--- config.mk ---
export PLATFORM = sky130hd
export DESIGN_NAME = binary_heap_priority_queue_top
export DESIGN_NICKNAME = d
export VERILOG_FILES = /design/src/hpq_pkg.sv /design/src/hpq_cmp.sv /design/src/hpq_mem.sv /design/src/hpq_seq.sv /design/src/binary_heap_priority_queue_top.sv
export SDC_FILE = /design/constraint.sdc
export NUM_CORES = 2
export LEC_CHECK = 0
export ABC_AREA = 1
export BUFFER_PORTS_ARGS = -buffer_cell sky130_fd_sc_hd__buf_2
export CORE_MARGIN = 5
export CORE_UTILIZATION = 45
export CTS_BUF_LIST = sky130_fd_sc_hd__clkbuf_16
export DETAILED_ROUTE_END_ITERATION = 10
export MAX_ROUTING_LAYER = met4
export PLACE_DENSITY_LB_ADDON = 0.2
export SYNTH_ARGS = -nofsm -noshare
export SYNTH_HDL_FRONTEND = slang
export SYNTH_SLANG_ARGS = --single-unit
--- constraint.sdc ---
create_clock -name clock -period 8 [get_ports clock]
set_clock_uncertainty 0.1 [all_clocks]
set_input_delay 1.2 -clock clock [delete_from_list [all_inputs] [get_ports clock]]
set_output_delay 1.2 -clock clock [all_outputs]
set_load 0.01 [all_outputs]
--- src/hpq_pkg.sv ---
// Shared types and codes for the binary heap priority queue.
package hpq_pkg;

   localparam int DATA_W = 32;
   localparam int CMD_W  = 2;
   localparam int ST_W   = 2;
   localparam int CNT_W  = 7;

   localparam logic [CMD_W-1:0] CMD_PUSH  = 2'd0;
   localparam logic [CMD_W-1:0] CMD_POP   = 2'd1;
   localparam logic [CMD_W-1:0] CMD_CLEAR = 2'd2;

   localparam logic [ST_W-1:0] ST_DONE  = 2'd0;
   localparam logic [ST_W-1:0] ST_EMPTY = 2'd1;
   localparam logic [ST_W-1:0] ST_FULL  = 2'd2;

   typedef struct packed {
      logic signed [DATA_W-1:0] top_value;
      logic [ST_W-1:0]          status;
      logic [CNT_W-1:0]         count;
   } rsp_type;

endpackage

--- src/hpq_cmp.sv ---
// Order-aware signed comparator shared by sift-up and sift-down steps.
module hpq_cmp (
   input  logic                                order_mode,
   input  logic signed [hpq_pkg::DATA_W-1:0]   cmp_a,
   input  logic signed [hpq_pkg::DATA_W-1:0]   cmp_b,
   output logic                                a_above_b
);

   // a may sit above b: a >= b for max order, a <= b for min order
   assign a_above_b = order_mode ? (cmp_a >= cmp_b) : (cmp_a <= cmp_b);

endmodule

--- src/hpq_mem.sv ---
// Heap element storage: one write port, one registered read port.
module hpq_mem #(
   parameter int DEPTH = 64,
   parameter int AW    = 6
) (
   input  logic                               clock,
   input  logic                               mem_we,
   input  logic [AW-1:0]                      mem_waddr,
   input  logic signed [hpq_pkg::DATA_W-1:0]  mem_wdata,
   input  logic [AW-1:0]                      mem_raddr,
   output logic signed [hpq_pkg::DATA_W-1:0]  mem_rdata
);

   logic signed [hpq_pkg::DATA_W-1:0] store_ff [DEPTH];
   logic signed [hpq_pkg::DATA_W-1:0] rdata_ff;

   always_ff @(posedge clock) begin
      if (mem_we) begin
         store_ff[mem_waddr] <= mem_wdata;
      end
      rdata_ff <= store_ff[mem_raddr];
   end

   assign mem_rdata = rdata_ff;

endmodule

--- src/hpq_seq.sv ---
// Sequencer for push, pop and clear; drives the heap memory and shared comparator.
module hpq_seq #(
   parameter int DEPTH = 64,
   parameter int AW    = 6
) (
   input  logic                               clock,
   input  logic                               reset,
   input  logic                               order_mode,
   input  logic                               req_valid,
   output logic                               req_ready,
   input  logic [hpq_pkg::CMD_W-1:0]          req_cmd,
   input  logic signed [hpq_pkg::DATA_W-1:0]  req_value,
   input  logic                               slot_free,
   output logic                               done,
   output hpq_pkg::rsp_type                   result,
   output logic                               mem_we,
   output logic [AW-1:0]                      mem_waddr,
   output logic signed [hpq_pkg::DATA_W-1:0]  mem_wdata,
   output logic [AW-1:0]                      mem_raddr,
   input  logic signed [hpq_pkg::DATA_W-1:0]  mem_rdata
);

   localparam int NW = AW + 1;

   localparam logic [3:0] S_IDLE     = 4'd0;
   localparam logic [3:0] S_UP_CMP   = 4'd1;
   localparam logic [3:0] S_UP_FIN   = 4'd2;
   localparam logic [3:0] S_POP_TOP  = 4'd3;
   localparam logic [3:0] S_POP_LAST = 4'd4;
   localparam logic [3:0] S_DN_L     = 4'd5;
   localparam logic [3:0] S_DN_R     = 4'd6;
   localparam logic [3:0] S_DN_CMP   = 4'd7;
   localparam logic [3:0] S_DN_FIN   = 4'd8;
   localparam logic [3:0] S_DONE     = 4'd9;

   logic [3:0]                        state_ff, state_in;
   logic [NW-1:0]                     count_ff, count_in;
   logic signed [hpq_pkg::DATA_W-1:0] item_ff, item_in;
   logic signed [hpq_pkg::DATA_W-1:0] child_ff, child_in;
   logic signed [hpq_pkg::DATA_W-1:0] top_ff, top_in;
   logic [hpq_pkg::ST_W-1:0]          status_ff, status_in;
   logic [AW-1:0]                     hole_ff, hole_in;
   logic [AW-1:0]                     left_ff, left_in;
   logic [AW-1:0]                     cidx_ff, cidx_in;

   logic signed [hpq_pkg::DATA_W-1:0] cmp_a, cmp_b;
   logic                              cmp_above;
   logic [AW-1:0]                     idle_par, hole_par, hole_gpar, right_idx;
   logic [NW-1:0]                     next_left, right_ext;
   logic [NW+hpq_pkg::CNT_W-1:0]      count_wide;

   hpq_cmp u_cmp (
      .order_mode (order_mode),
      .cmp_a      (cmp_a),
      .cmp_b      (cmp_b),
      .a_above_b  (cmp_above)
   );

   assign idle_par  = (count_ff[AW-1:0] - AW'(1)) >> 1;
   assign hole_par  = (hole_ff - AW'(1)) >> 1;
   assign hole_gpar = (hole_par - AW'(1)) >> 1;
   assign right_idx = left_ff + AW'(1);
   assign right_ext = {1'b0, left_ff} + NW'(1);
   assign next_left = {cidx_ff, 1'b1};

   assign req_ready = (state_ff == S_IDLE);

   always_comb begin
      state_in  = state_ff;
      count_in  = count_ff;
      item_in   = item_ff;
      child_in  = child_ff;
      top_in    = top_ff;
      status_in = status_ff;
      hole_in   = hole_ff;
      left_in   = left_ff;
      cidx_in   = cidx_ff;
      mem_we    = 1'b0;
      mem_waddr = hole_ff;
      mem_wdata = item_ff;
      mem_raddr = '0;
      cmp_a     = item_ff;
      cmp_b     = child_ff;
      done      = 1'b0;
      unique case (state_ff)
         S_IDLE: begin
            mem_raddr = (req_cmd == hpq_pkg::CMD_PUSH) ? idle_par : '0;
            if (req_valid) begin
               top_in    = '0;
               status_in = hpq_pkg::ST_DONE;
               item_in   = req_value;
               state_in  = S_DONE;
               unique case (req_cmd)
                  hpq_pkg::CMD_PUSH: begin
                     if (count_ff >= NW'(DEPTH)) begin
                        status_in = hpq_pkg::ST_FULL;
                     end else begin
                        count_in = count_ff + NW'(1);
                        hole_in  = count_ff[AW-1:0];
                        state_in = (count_ff == '0) ? S_UP_FIN : S_UP_CMP;
                     end
                  end
                  hpq_pkg::CMD_POP: begin
                     if (count_ff == '0) begin
                        status_in = hpq_pkg::ST_EMPTY;
                     end else begin
                        count_in = count_ff - NW'(1);
                        hole_in  = '0;
                        state_in = S_POP_TOP;
                     end
                  end
                  hpq_pkg::CMD_CLEAR: begin
                     count_in = '0;
                  end
                  default: begin
                  end
               endcase
            end
         end
         S_UP_CMP: begin
            cmp_a     = mem_rdata;
            cmp_b     = item_ff;
            mem_we    = 1'b1;
            mem_waddr = hole_ff;
            if (cmp_above) begin
               mem_wdata = item_ff;
               state_in  = S_DONE;
            end else begin
               mem_wdata = mem_rdata;
               hole_in   = hole_par;
               mem_raddr = hole_gpar;
               if (hole_par == '0) begin
                  state_in = S_UP_FIN;
               end
            end
         end
         S_UP_FIN: begin
            mem_we   = 1'b1;
            state_in = S_DONE;
         end
         S_POP_TOP: begin
            top_in    = mem_rdata;
            mem_raddr = count_ff[AW-1:0];
            state_in  = S_POP_LAST;
         end
         S_POP_LAST: begin
            item_in = mem_rdata;
            if (count_ff > NW'(1)) begin
               mem_raddr = AW'(1);
               left_in   = AW'(1);
               state_in  = S_DN_L;
            end else begin
               mem_we    = (count_ff != '0);
               mem_waddr = '0;
               mem_wdata = mem_rdata;
               state_in  = S_DONE;
            end
         end
         S_DN_L: begin
            child_in = mem_rdata;
            cidx_in  = left_ff;
            if (right_ext < count_ff) begin
               mem_raddr = right_idx;
               state_in  = S_DN_R;
            end else begin
               state_in  = S_DN_CMP;
            end
         end
         S_DN_R: begin
            cmp_a = child_ff;
            cmp_b = mem_rdata;
            if (!cmp_above) begin
               child_in = mem_rdata;
               cidx_in  = right_idx;
            end
            state_in = S_DN_CMP;
         end
         S_DN_CMP: begin
            mem_we = 1'b1;
            if (cmp_above) begin
               state_in = S_DONE;
            end else begin
               mem_wdata = child_ff;
               hole_in   = cidx_ff;
               if (next_left < count_ff) begin
                  left_in   = next_left[AW-1:0];
                  mem_raddr = next_left[AW-1:0];
                  state_in  = S_DN_L;
               end else begin
                  state_in  = S_DN_FIN;
               end
            end
         end
         S_DN_FIN: begin
            mem_we   = 1'b1;
            state_in = S_DONE;
         end
         S_DONE: begin
            if (slot_free) begin
               done     = 1'b1;
               state_in = S_IDLE;
            end
         end
         default: begin
            state_in = S_IDLE;
         end
      endcase
   end

   always_ff @(posedge clock) begin
      if (reset) begin
         state_ff <= S_IDLE;
         count_ff <= '0;
      end else begin
         state_ff <= state_in;
         count_ff <= count_in;
      end
   end

   always_ff @(posedge clock) begin
      item_ff   <= item_in;
      child_ff  <= child_in;
      top_ff    <= top_in;
      status_ff <= status_in;
      hole_ff   <= hole_in;
      left_ff   <= left_in;
      cidx_ff   <= cidx_in;
   end

   assign count_wide       = (NW + hpq_pkg::CNT_W)'(count_ff);
   assign result.top_value = top_ff;
   assign result.status    = status_ff;
   assign result.count     = count_wide[hpq_pkg::CNT_W-1:0];

   a_count_bound: assert property (@(posedge clock) disable iff (reset)
      count_ff <= NW'(DEPTH))
      else $error("element count above depth");

   a_push_count: assert property (@(posedge clock) disable iff (reset)
      (req_valid && req_ready && req_cmd == hpq_pkg::CMD_PUSH && count_ff < NW'(DEPTH))
      |=> count_ff == $past(count_ff) + NW'(1))
      else $error("push did not grow count");

   a_pop_count: assert property (@(posedge clock) disable iff (reset)
      (req_valid && req_ready && req_cmd == hpq_pkg::CMD_POP && count_ff != '0)
      |=> count_ff == $past(count_ff) - NW'(1))
      else $error("pop did not shrink count");

   a_write_live: assert property (@(posedge clock) disable iff (reset)
      mem_we |-> NW'(mem_waddr) < count_ff)
      else $error("write outside live heap");

endmodule

--- src/binary_heap_priority_queue_top.sv ---
// Top level of the binary heap priority queue.
//
//  channel | ports           | direction | payload
//  req     | req_t*          | in        | tuser: cmd; tdata: value
//  rsp     | rsp_t*          | out       | tuser: status; tdata: top_value, count
//  csr     | csr_*           | in        | data: order_mode
//
// Push walks up at most log2(HEAP_DEPTH) levels; pop with more than one element
// left walks down from the root until it stops at a compare or reaches a leaf,
// reading the right child only where one exists; clear and refusals do no walk.
// The memory has a single read port, so the walk reads one element per step.
// Reset empties the heap and selects min order; memory contents are not cleared.
// A waiting result in the output register does not stop the next item from starting.
module binary_heap_priority_queue_top #(
   parameter int HEAP_DEPTH = 64
) (
   input  logic        clock,
   input  logic        reset,
   input  logic        req_tvalid,
   output logic        req_tready,
   input  logic [31:0] req_tdata,   // [31:0] value
   input  logic [1:0]  req_tuser,   // [1:0] cmd
   output logic        rsp_tvalid,
   input  logic        rsp_tready,
   output logic [39:0] rsp_tdata,   // [31:0] top_value, [38:32] count, [39] zero
   output logic [1:0]  rsp_tuser,   // [1:0] status
   input  logic        csr_valid,
   output logic        csr_ready,
   input  logic        csr_data     // order_mode
);

   localparam int AW = $clog2(HEAP_DEPTH);

   logic                              order_ff;
   logic                              rsp_valid_ff;
   hpq_pkg::rsp_type                  rsp_ff;
   logic                              slot_free;
   logic                              done;
   hpq_pkg::rsp_type                  result;
   logic                              mem_we;
   logic [AW-1:0]                     mem_waddr;
   logic signed [hpq_pkg::DATA_W-1:0] mem_wdata;
   logic [AW-1:0]                     mem_raddr;
   logic signed [hpq_pkg::DATA_W-1:0] mem_rdata;

   assign csr_ready = 1'b1;
   assign slot_free = !rsp_valid_ff || rsp_tready;

   always_ff @(posedge clock) begin
      if (reset) begin
         order_ff     <= 1'b0;
         rsp_valid_ff <= 1'b0;
      end else begin
         if (csr_valid) begin
            order_ff <= csr_data;
         end
         if (done) begin
            rsp_valid_ff <= 1'b1;
         end else if (rsp_tready) begin
            rsp_valid_ff <= 1'b0;
         end
      end
   end

   always_ff @(posedge clock) begin
      if (done) begin
         rsp_ff <= result;
      end
   end

   hpq_mem #(
      .DEPTH (HEAP_DEPTH),
      .AW    (AW)
   ) u_mem (
      .clock     (clock),
      .mem_we    (mem_we),
      .mem_waddr (mem_waddr),
      .mem_wdata (mem_wdata),
      .mem_raddr (mem_raddr),
      .mem_rdata (mem_rdata)
   );

   hpq_seq #(
      .DEPTH (HEAP_DEPTH),
      .AW    (AW)
   ) u_seq (
      .clock      (clock),
      .reset      (reset),
      .order_mode (order_ff),
      .req_valid  (req_tvalid),
      .req_ready  (req_tready),
      .req_cmd    (req_tuser),
      .req_value  (req_tdata),
      .slot_free  (slot_free),
      .done       (done),
      .result     (result),
      .mem_we     (mem_we),
      .mem_waddr  (mem_waddr),
      .mem_wdata  (mem_wdata),
      .mem_raddr  (mem_raddr),
      .mem_rdata  (mem_rdata)
   );

   assign rsp_tvalid = rsp_valid_ff;
   assign rsp_tdata  = {1'b0, rsp_ff.count, rsp_ff.top_value};
   assign rsp_tuser  = rsp_ff.status;

endmodule
Word-level counts from Yosys, hierarchy flattened
Memory sizes are Yosys's and may differ from the RTL's. A register that Yosys moved wholly into a read port is not among the register bits.
Cells that the tools add are included.
Widths: inputs -> output; s select.
{"block": "classes", "n_reduce_logical": 24, "eq_ne": 24, "n_lt_le_gt_ge": 6, "mux": 62, "n_addsub": 7}
{"cell": "$pmux 32 s2", "count": 5}
{"cell": "$mux 32", "count": 6}
{"cell": "$pmux 32 s3", "count": 1}
{"cell": "$mux 6", "count": 14}
{"cell": "$mux 4", "count": 9}
{"cell": "$pmux 4 s9", "count": 1}
{"cell": "$pmux 6 s2", "count": 3}
{"cell": "$pmux 6 s6", "count": 1}
{"cell": "$ge 32x32->1", "count": 1}
{"cell": "$le 32x32->1", "count": 1}
{"cell": "$pmux 7 s3", "count": 1}
{"cell": "$pmux 6 s3", "count": 1}
{"cell": "$eq 4x3->1 const B", "count": 4}
{"cell": "$lt 7x7->1", "count": 2}
{"cell": "$mux 7", "count": 2}
{"cell": "$ne 2x2->1 const B", "count": 7}
{"cell": "$sub 6x1->6 const B", "count": 2}
{"cell": "$mux 1", "count": 11}
{"cell": "$mux 5", "count": 2}
{"cell": "$reduce_bool 2->1", "count": 5}
{"cell": "$eq 4x2->1 const B", "count": 2}
{"cell": "$eq 4x4->1 const B", "count": 2}
{"cell": "$pmux 4 s2", "count": 1}
{"cell": "$reduce_and 2->1", "count": 4}
{"cell": "other kinds (30)", "count": 35}
{"block": "word_totals", "mem_count": 1, "ramBits": 2048, "register_bits": 170}
{"name": "u_mem.store_ff", "depth": 64, "width": 32, "read_ports": 1, "rd_ports_with_merged_regs": 1, "write_ports": 1, "line_no": "hpq_mem.sv:14", "text": "logic signed [hpq_pkg::DATA_W-1:0] store_ff [DEPTH];"}

Longest topological paths before layout
{"block": "depth", "word_depth": 6, "depth_mapped": 34}

Modules after synthesis
Synthesis repeated with hierarchy kept, for this count alone.
{"block": "hier_totals", "cells_unflattened": 8004, "area_unflattened_um2": 93428.4}
{"mod": "hpq_mem", "area_each_um2": 82738.1, "seq_area_each_um2": 62139.6, "cells_per_inst": 6769, "n_inst": 1}
{"mod": "hpq_seq", "area_each_um2": 8460.6, "seq_area_each_um2": 3673.5, "cells_per_inst": 1031, "n_inst": 1}
{"mod": "binary_heap_priority_queue_top", "area_each_um2": 1336.3, "seq_area_each_um2": 1271.2, "cells_per_inst": 55, "n_inst": 1}
{"mod": "hpq_cmp", "area_each_um2": 893.4, "seq_area_each_um2": 0.0, "cells_per_inst": 149, "n_inst": 1}

Least setup slack after synthesis
OpenSTA, ideal clock, no wires.
{"block": "synth_timing", "path_type": "register -> register", "startpoint": "register u_seq.state_ff[1]", "endpoint": "register u_seq.child_ff[0] (netlist name) (enable)", "n_path_buf": 3, "path_slack_ns": 1.808, "arrival_ns": 5.606, "setup_time_ns": 0.486, "stages_incl_launch_ff": 20, "cell_sequence": "dfxtp_1 nor2_1 nand2_1 inv_1 clkbuf_1 nor2_1 clkbuf_1 clkbuf_1 a21oi_1 ha_1 nand2_1 nor2_1 nand3_1 nor2_1 nand2_1 nand4_1 nand2_1 nand2_2 nand2_4 o21ai_0"}
{"block": "synth_between", "elab_chain_len": 6, "word_cells_on_any_way": 11}
{"element": "start, declared", "line_no": "hpq_seq.sv:36", "text": "logic [3:0] state_ff, state_in;"}
{"element": "start signal, assigned", "line_no": "hpq_seq.sv:215", "text": "state_ff <= state_in;"}
{"element": "$eq 4x3->1 or $eq 4x1->1 (tied branches)", "line_no": "hpq_seq.sv:85", "text": "unique case (state_ff)"}
{"element": "$pmux 32 s2", "line_no": "hpq_seq.sv:85"}
{"element": "$le 32x32->1 or $ge 32x32->1 (tied branches)", "line_no": "hpq_cmp.sv:10", "text": "assign a_above_b = order_mode ? (cmp_a >= cmp_b) : (cmp_a <= cmp_b);"}
{"element": "$mux 1", "line_no": "hpq_cmp.sv:10"}
{"element": "$ne 2x2->1 (no line)"}
{"element": "$reduce_and 2->1 (no line) *"}
{"element": "end signal, assigned", "line_no": "hpq_seq.sv:222", "text": "child_ff <= child_in;"}
{"element": "end, declared", "line_no": "hpq_seq.sv:39", "text": "logic signed [hpq_pkg::DATA_W-1:0] child_ff, child_in;"}
Mark *: on every way between the ends. The rest lies on a longest branch, timed or not.
A chain may end at the register's enable or synchronous reset.

Worst setup path in the final report
{"block": "layout_timing", "startpoint": "register u_seq.state_ff[0]", "endpoint": "register u_mem.rdata_ff (netlist bit u_mem.mem_rdata[0]) (read register of u_mem.store_ff)"}
{"block": "layout_between", "elab_chain_len": 6, "word_cells_on_any_way": 15}
{"element": "$eq 4x3->1 or $eq 4x1->1 (tied branches)", "line_no": "hpq_seq.sv:85"}
{"element": "$pmux 32 s2", "line_no": "hpq_seq.sv:85"}
{"element": "$le 32x32->1 or $ge 32x32->1 (tied branches)", "line_no": "hpq_cmp.sv:10"}
{"element": "$mux 1", "line_no": "hpq_cmp.sv:10"}
{"element": "$mux 6 or $mux 5 (tied branches)", "line_no": "hpq_seq.sv:180, hpq_seq.sv:125"}
{"element": "$pmux 6 s6 *", "line_no": "hpq_seq.sv:85"}
{"element": "end, declared", "line_no": "hpq_mem.sv:15", "text": "logic signed [hpq_pkg::DATA_W-1:0] rdata_ff;"}
Marks and branches as above.

==> metrics.md <==
| Metric | Value |
|---|---|
| CTS tree | done |
| Worst Setup End Kind | flop |
| Min-delay worst type | flop to flop |
| Max-Cap Viols | 0 |
| Fin cells | 12900 |
| Worst-margin pin slew | 1.41 ns |
| Post-synthesis sequential area ratio | 65.8% |
| Register bit total from synthesis | 2249 |
| Vias in the first global route | 69800 |
| Slowest cell on crit path | buf_4 |
| Grt ovf | 0 |
| Number of remaining DRC errors | 0 |
| Largest net degree at the start of global routing | 182 |
| CP startpoint | u_seq.state_ff[0] |
| Die area | 236000 um2 |
| Async S/R FF share, synth | 0% |
| Routed len/inst | 25.4 um |
| Cell chosen for the clock root | clkbuf_16 |
| Sequential Power Share | 36.2% |
| PD cells | 401 nW/um2 |
| Initial antenna violation count | 9 |
| Share of cells above drive strength 1 | 7.75% |
| Number of port buffers | 82 |
| Die Ht | ~490 um |
| LEAKAGE | 45.6 nW |
| Global-route wire length before repair | 476000 um |
| Placed cell count | 12500 |
| CTS HTree Levels | 4 |
| Synth Flop Type | edfxtp_1 |
| Layout net count | 9806 |
| Post-synth top area cell | edfxtp_1 |
| Syn nets | 9937 |
| Mean Syn Cell Area | 10.4 um2 |
| Net Sw Frac | 42.4% |
| Switching power | 19.3 mW |
| Tmin final | 7.52 ns |
| FF-to-FF Start | u_seq.state_ff[0] |
| Vias per inst | 5.78 |
| Register area | roughly 67000 um2 |
| Crit path DAT | 8.23 ns |
| Setup crit end | u_mem.mem_rdata[0] |
| R2R Path End | u_mem.mem_rdata[0] |
| Total CTS buffers | 230 |
| Fmax | about 130 MHz |
| Ys Warns | 0 |
| Detail Route Antenna Nets | 0 |
| Area of the multi-input gates | 25600 um2 |
| Tot GR Track Use | 27.8% |
| Reg2Reg Depth | 26 |
| Mapped Area | 102000 um2 |
| Post-Syn Instances | between 9000 and 10000 |
| CP max stage delay | approximately 0.68 ns |
| CTS Hold Bufs | 0 |
| GPL Wtd Cong | around 0.9 |
| Fillers | 19900 |
| Post-synth EDFFs | 2204 |
| HPWL Detailed | about 180000 um |
| Logic pwr share | 40.5% |
| First-pass iteration count of the detailed router | 6 |
| Crit start category | flop |
| I/O Pins | 85 |
| RSZ-0062 raised after global routing | no |
| CP max FO | between 60 and 70 |
| Req. time, crit path | ~8.7 ns |
| Worst R2R Setup Slack | ~0.48 ns |
| Clock sink total | 2249 |
| Syn-to-layout area delta | 11.5% |
| Routed wire length | roughly 330000 um |
| Clock tree buffer depth | 3 |
| Status | completed |
| Final Max Tran Viols | 0 |
| Peak supply drop | 0.000490 V |
| Via Count | 74600 |
| Clock group share of total power | roughly a quarter |
| Post-Route Setup TNS | 0 ns |
| Worst-path clk slew | roughly 0.060 ns |
| Cell internal pwr | 26.3 mW |
| Starting density of the core | 45.3% |
| Slew Limit Headroom | 5.67% |
| Core area | 225000 um2 |
| Final hold viol count | 0 |
| Top cells by area, synth | edfxtp_1, nand3_1, inv_1, nand2_1, nand4_1 |
| Std-Cell Rows | 174 |
| Top-area cell type share of the netlist area | 64.9% |
| Period utilization | 94.0% |
| Netlist cell types | 46 |
| Critical path type | flop to flop |
| Die width | between 400 and 500 um |
| # setup viols final | 0 |
| DR iter-0 viols | about 8700 |
| Worst-skew pair later-pin latency | between 0.8 and 0.9 ns |
## what timing repair did
item                       CTS  global route
setup endpoints to repair    0             1
gates resized for setup      0             1
setup buffers                0             0
## sequential cells by signal (all words and copies together) (netlist names), 4 cells and up
name and count:
u_seq.count_ff 7, u_seq.hole_ff 6, u_seq.item_ff 32, u_seq.state_ff 4
u_mem.store_ff 2048, rsp_tdata 39, u_seq.top_ff 32, u_seq.left_ff 5
u_seq.cidx_ff 6, u_seq.child_ff 32, u_mem.mem_rdata 32
## cell usage in the layout (no fill, tap or decap), types with 9 or more instances in the layout
cell and n:
a21oi_1 84, a31oi_4 21, buf_12 28, buf_2 82, buf_4 191, bufinv_16 23, clkbuf_16 232, clkinv_1 56
clkinv_2 50, clkinvlp_4 9, dfxtp_1 45, edfxtp_1 2204, ha_1 53, inv_1 2004, inv_2 10, nand2_1 1483
nand3_1 1726, nand4_1 755, nor2_1 306, nor2_4 70, nor3_1 9, o2111ai_4 11, o211ai_1 68, o21ai_0 194
o221ai_1 34, o22ai_1 85, xor2_1 11
## stage by stage
step / setup WS [ns] / total power [mW] / instance area (um2) / hold slack, ns / util [%]
after global routing: 0.133 / 47.5 / 114000 / 0.319 / 50.5
after floorplan: 1.81 / 27.3 / 102000 / 0.300 / -
after detailed placement: 0.664 / 34.9 / 106000 / 0.305 / 47.2
final: 0.476 / 45.6 / 114000 / 0.316 / 50.5
after global placement: 0.549 / 34.7 / 106000 / 0.303 / 47.2
after CTS: 0.666 / 45.5 / 114000 / 0.313 / 50.5
## synthesized netlist by cell type, drive strengths merged (2+ instances only)
master and instances:
edfxtp 2204, inv 1969, nand3 1729, nand2 1490, nand4 757, nor2 379
buf 376, clkbuf 289, o21ai 196, a21oi 86, o22ai 85, o211ai 70
ha 53, dfxtp 45, o221ai 34, a31oi 25, o2111ai 11, xor2 11
nor3 9, a221oi 4, clkinv 4, xnor2 3, a211oi 2, a21o 2
conb 2, or2 2
## per-layer routing
layer | vias to the layer above | track usage (%) | wire [um]
met2 | 3825 | 43.4 | 152000
li1 | 33300 | - | -
met1 | 36800 | 36.4 | 131000
met5 | - | - | 0
met3 | 679 | 5.19 | 30900
met4 | 0 | 10.8 | 14600
## final cells by class
class,count,area share (%)
multi-input combinational,4957,22.5
tap,2992,3.29
antenna,4,0.00881
clock inverter,195,1.42
clock buffer,232,5.11
sequential,2249,59.0
inverter,1973,6.53
timing repair buffer,302,2.13
## how the worst min path moves through the flow
stage                startpoint  depth (start not counted)             to
2_1_floorplan   u_seq.top_ff[0]                          0   rsp_tdata[0]
3_3_place_gp    u_seq.top_ff[1]                          0   rsp_tdata[1]
3_5_place_dp   u_seq.top_ff[19]                          0  rsp_tdata[19]
4_1_cts        u_seq.top_ff[27]                          0  rsp_tdata[27]
5_1_grt        u_seq.top_ff[27]                          0  rsp_tdata[27]
6_report       u_seq.top_ff[27]                          0  rsp_tdata[27]
## cells by family (layout without fill, tap and decap cells)
| group | Yosys count | count (layout) | synth area share [%] |
|---|---|---|---|
| compound gates | 520 | 520 | 3.09 |
| xor+xnor | 14 | 14 | 0.120 |
| fa+ha+maj | 53 | 53 | 0.650 |
| buf+inv | 2638 | 2702 | 10.2 |
| flops | 2249 | 2249 | 65.8 |
| other cells | 2 | 6 | 0.00737 |
| simple gates | 4368 | 4368 | 20.1 |
## power groups by stage
stage                     clock (mW)  sequential (mW)  combinational, mW
after floorplan                    0             16.7               10.6
after global placement             0             16.7               18.0
after detailed placement           0             16.7               18.2
after CTS                       10.8             16.5               18.2
after global routing            11.3             16.5               19.7
final                           10.6             16.5               18.5
## worst max-delay path: cells and delay by family (launching register included)
kind | cells | cell delay, ns
AO/OA/AOI/OAI | 3 | 0.75
AND/OR/NAND/NOR | 15 | 2.99
buffers and inverters | 7 | 2.80
flip-flops | 1 | 0.33
adder cells (fa/ha/maj) | 1 | 0.30
Note: power is estimated with default switching activity, not from simulation.
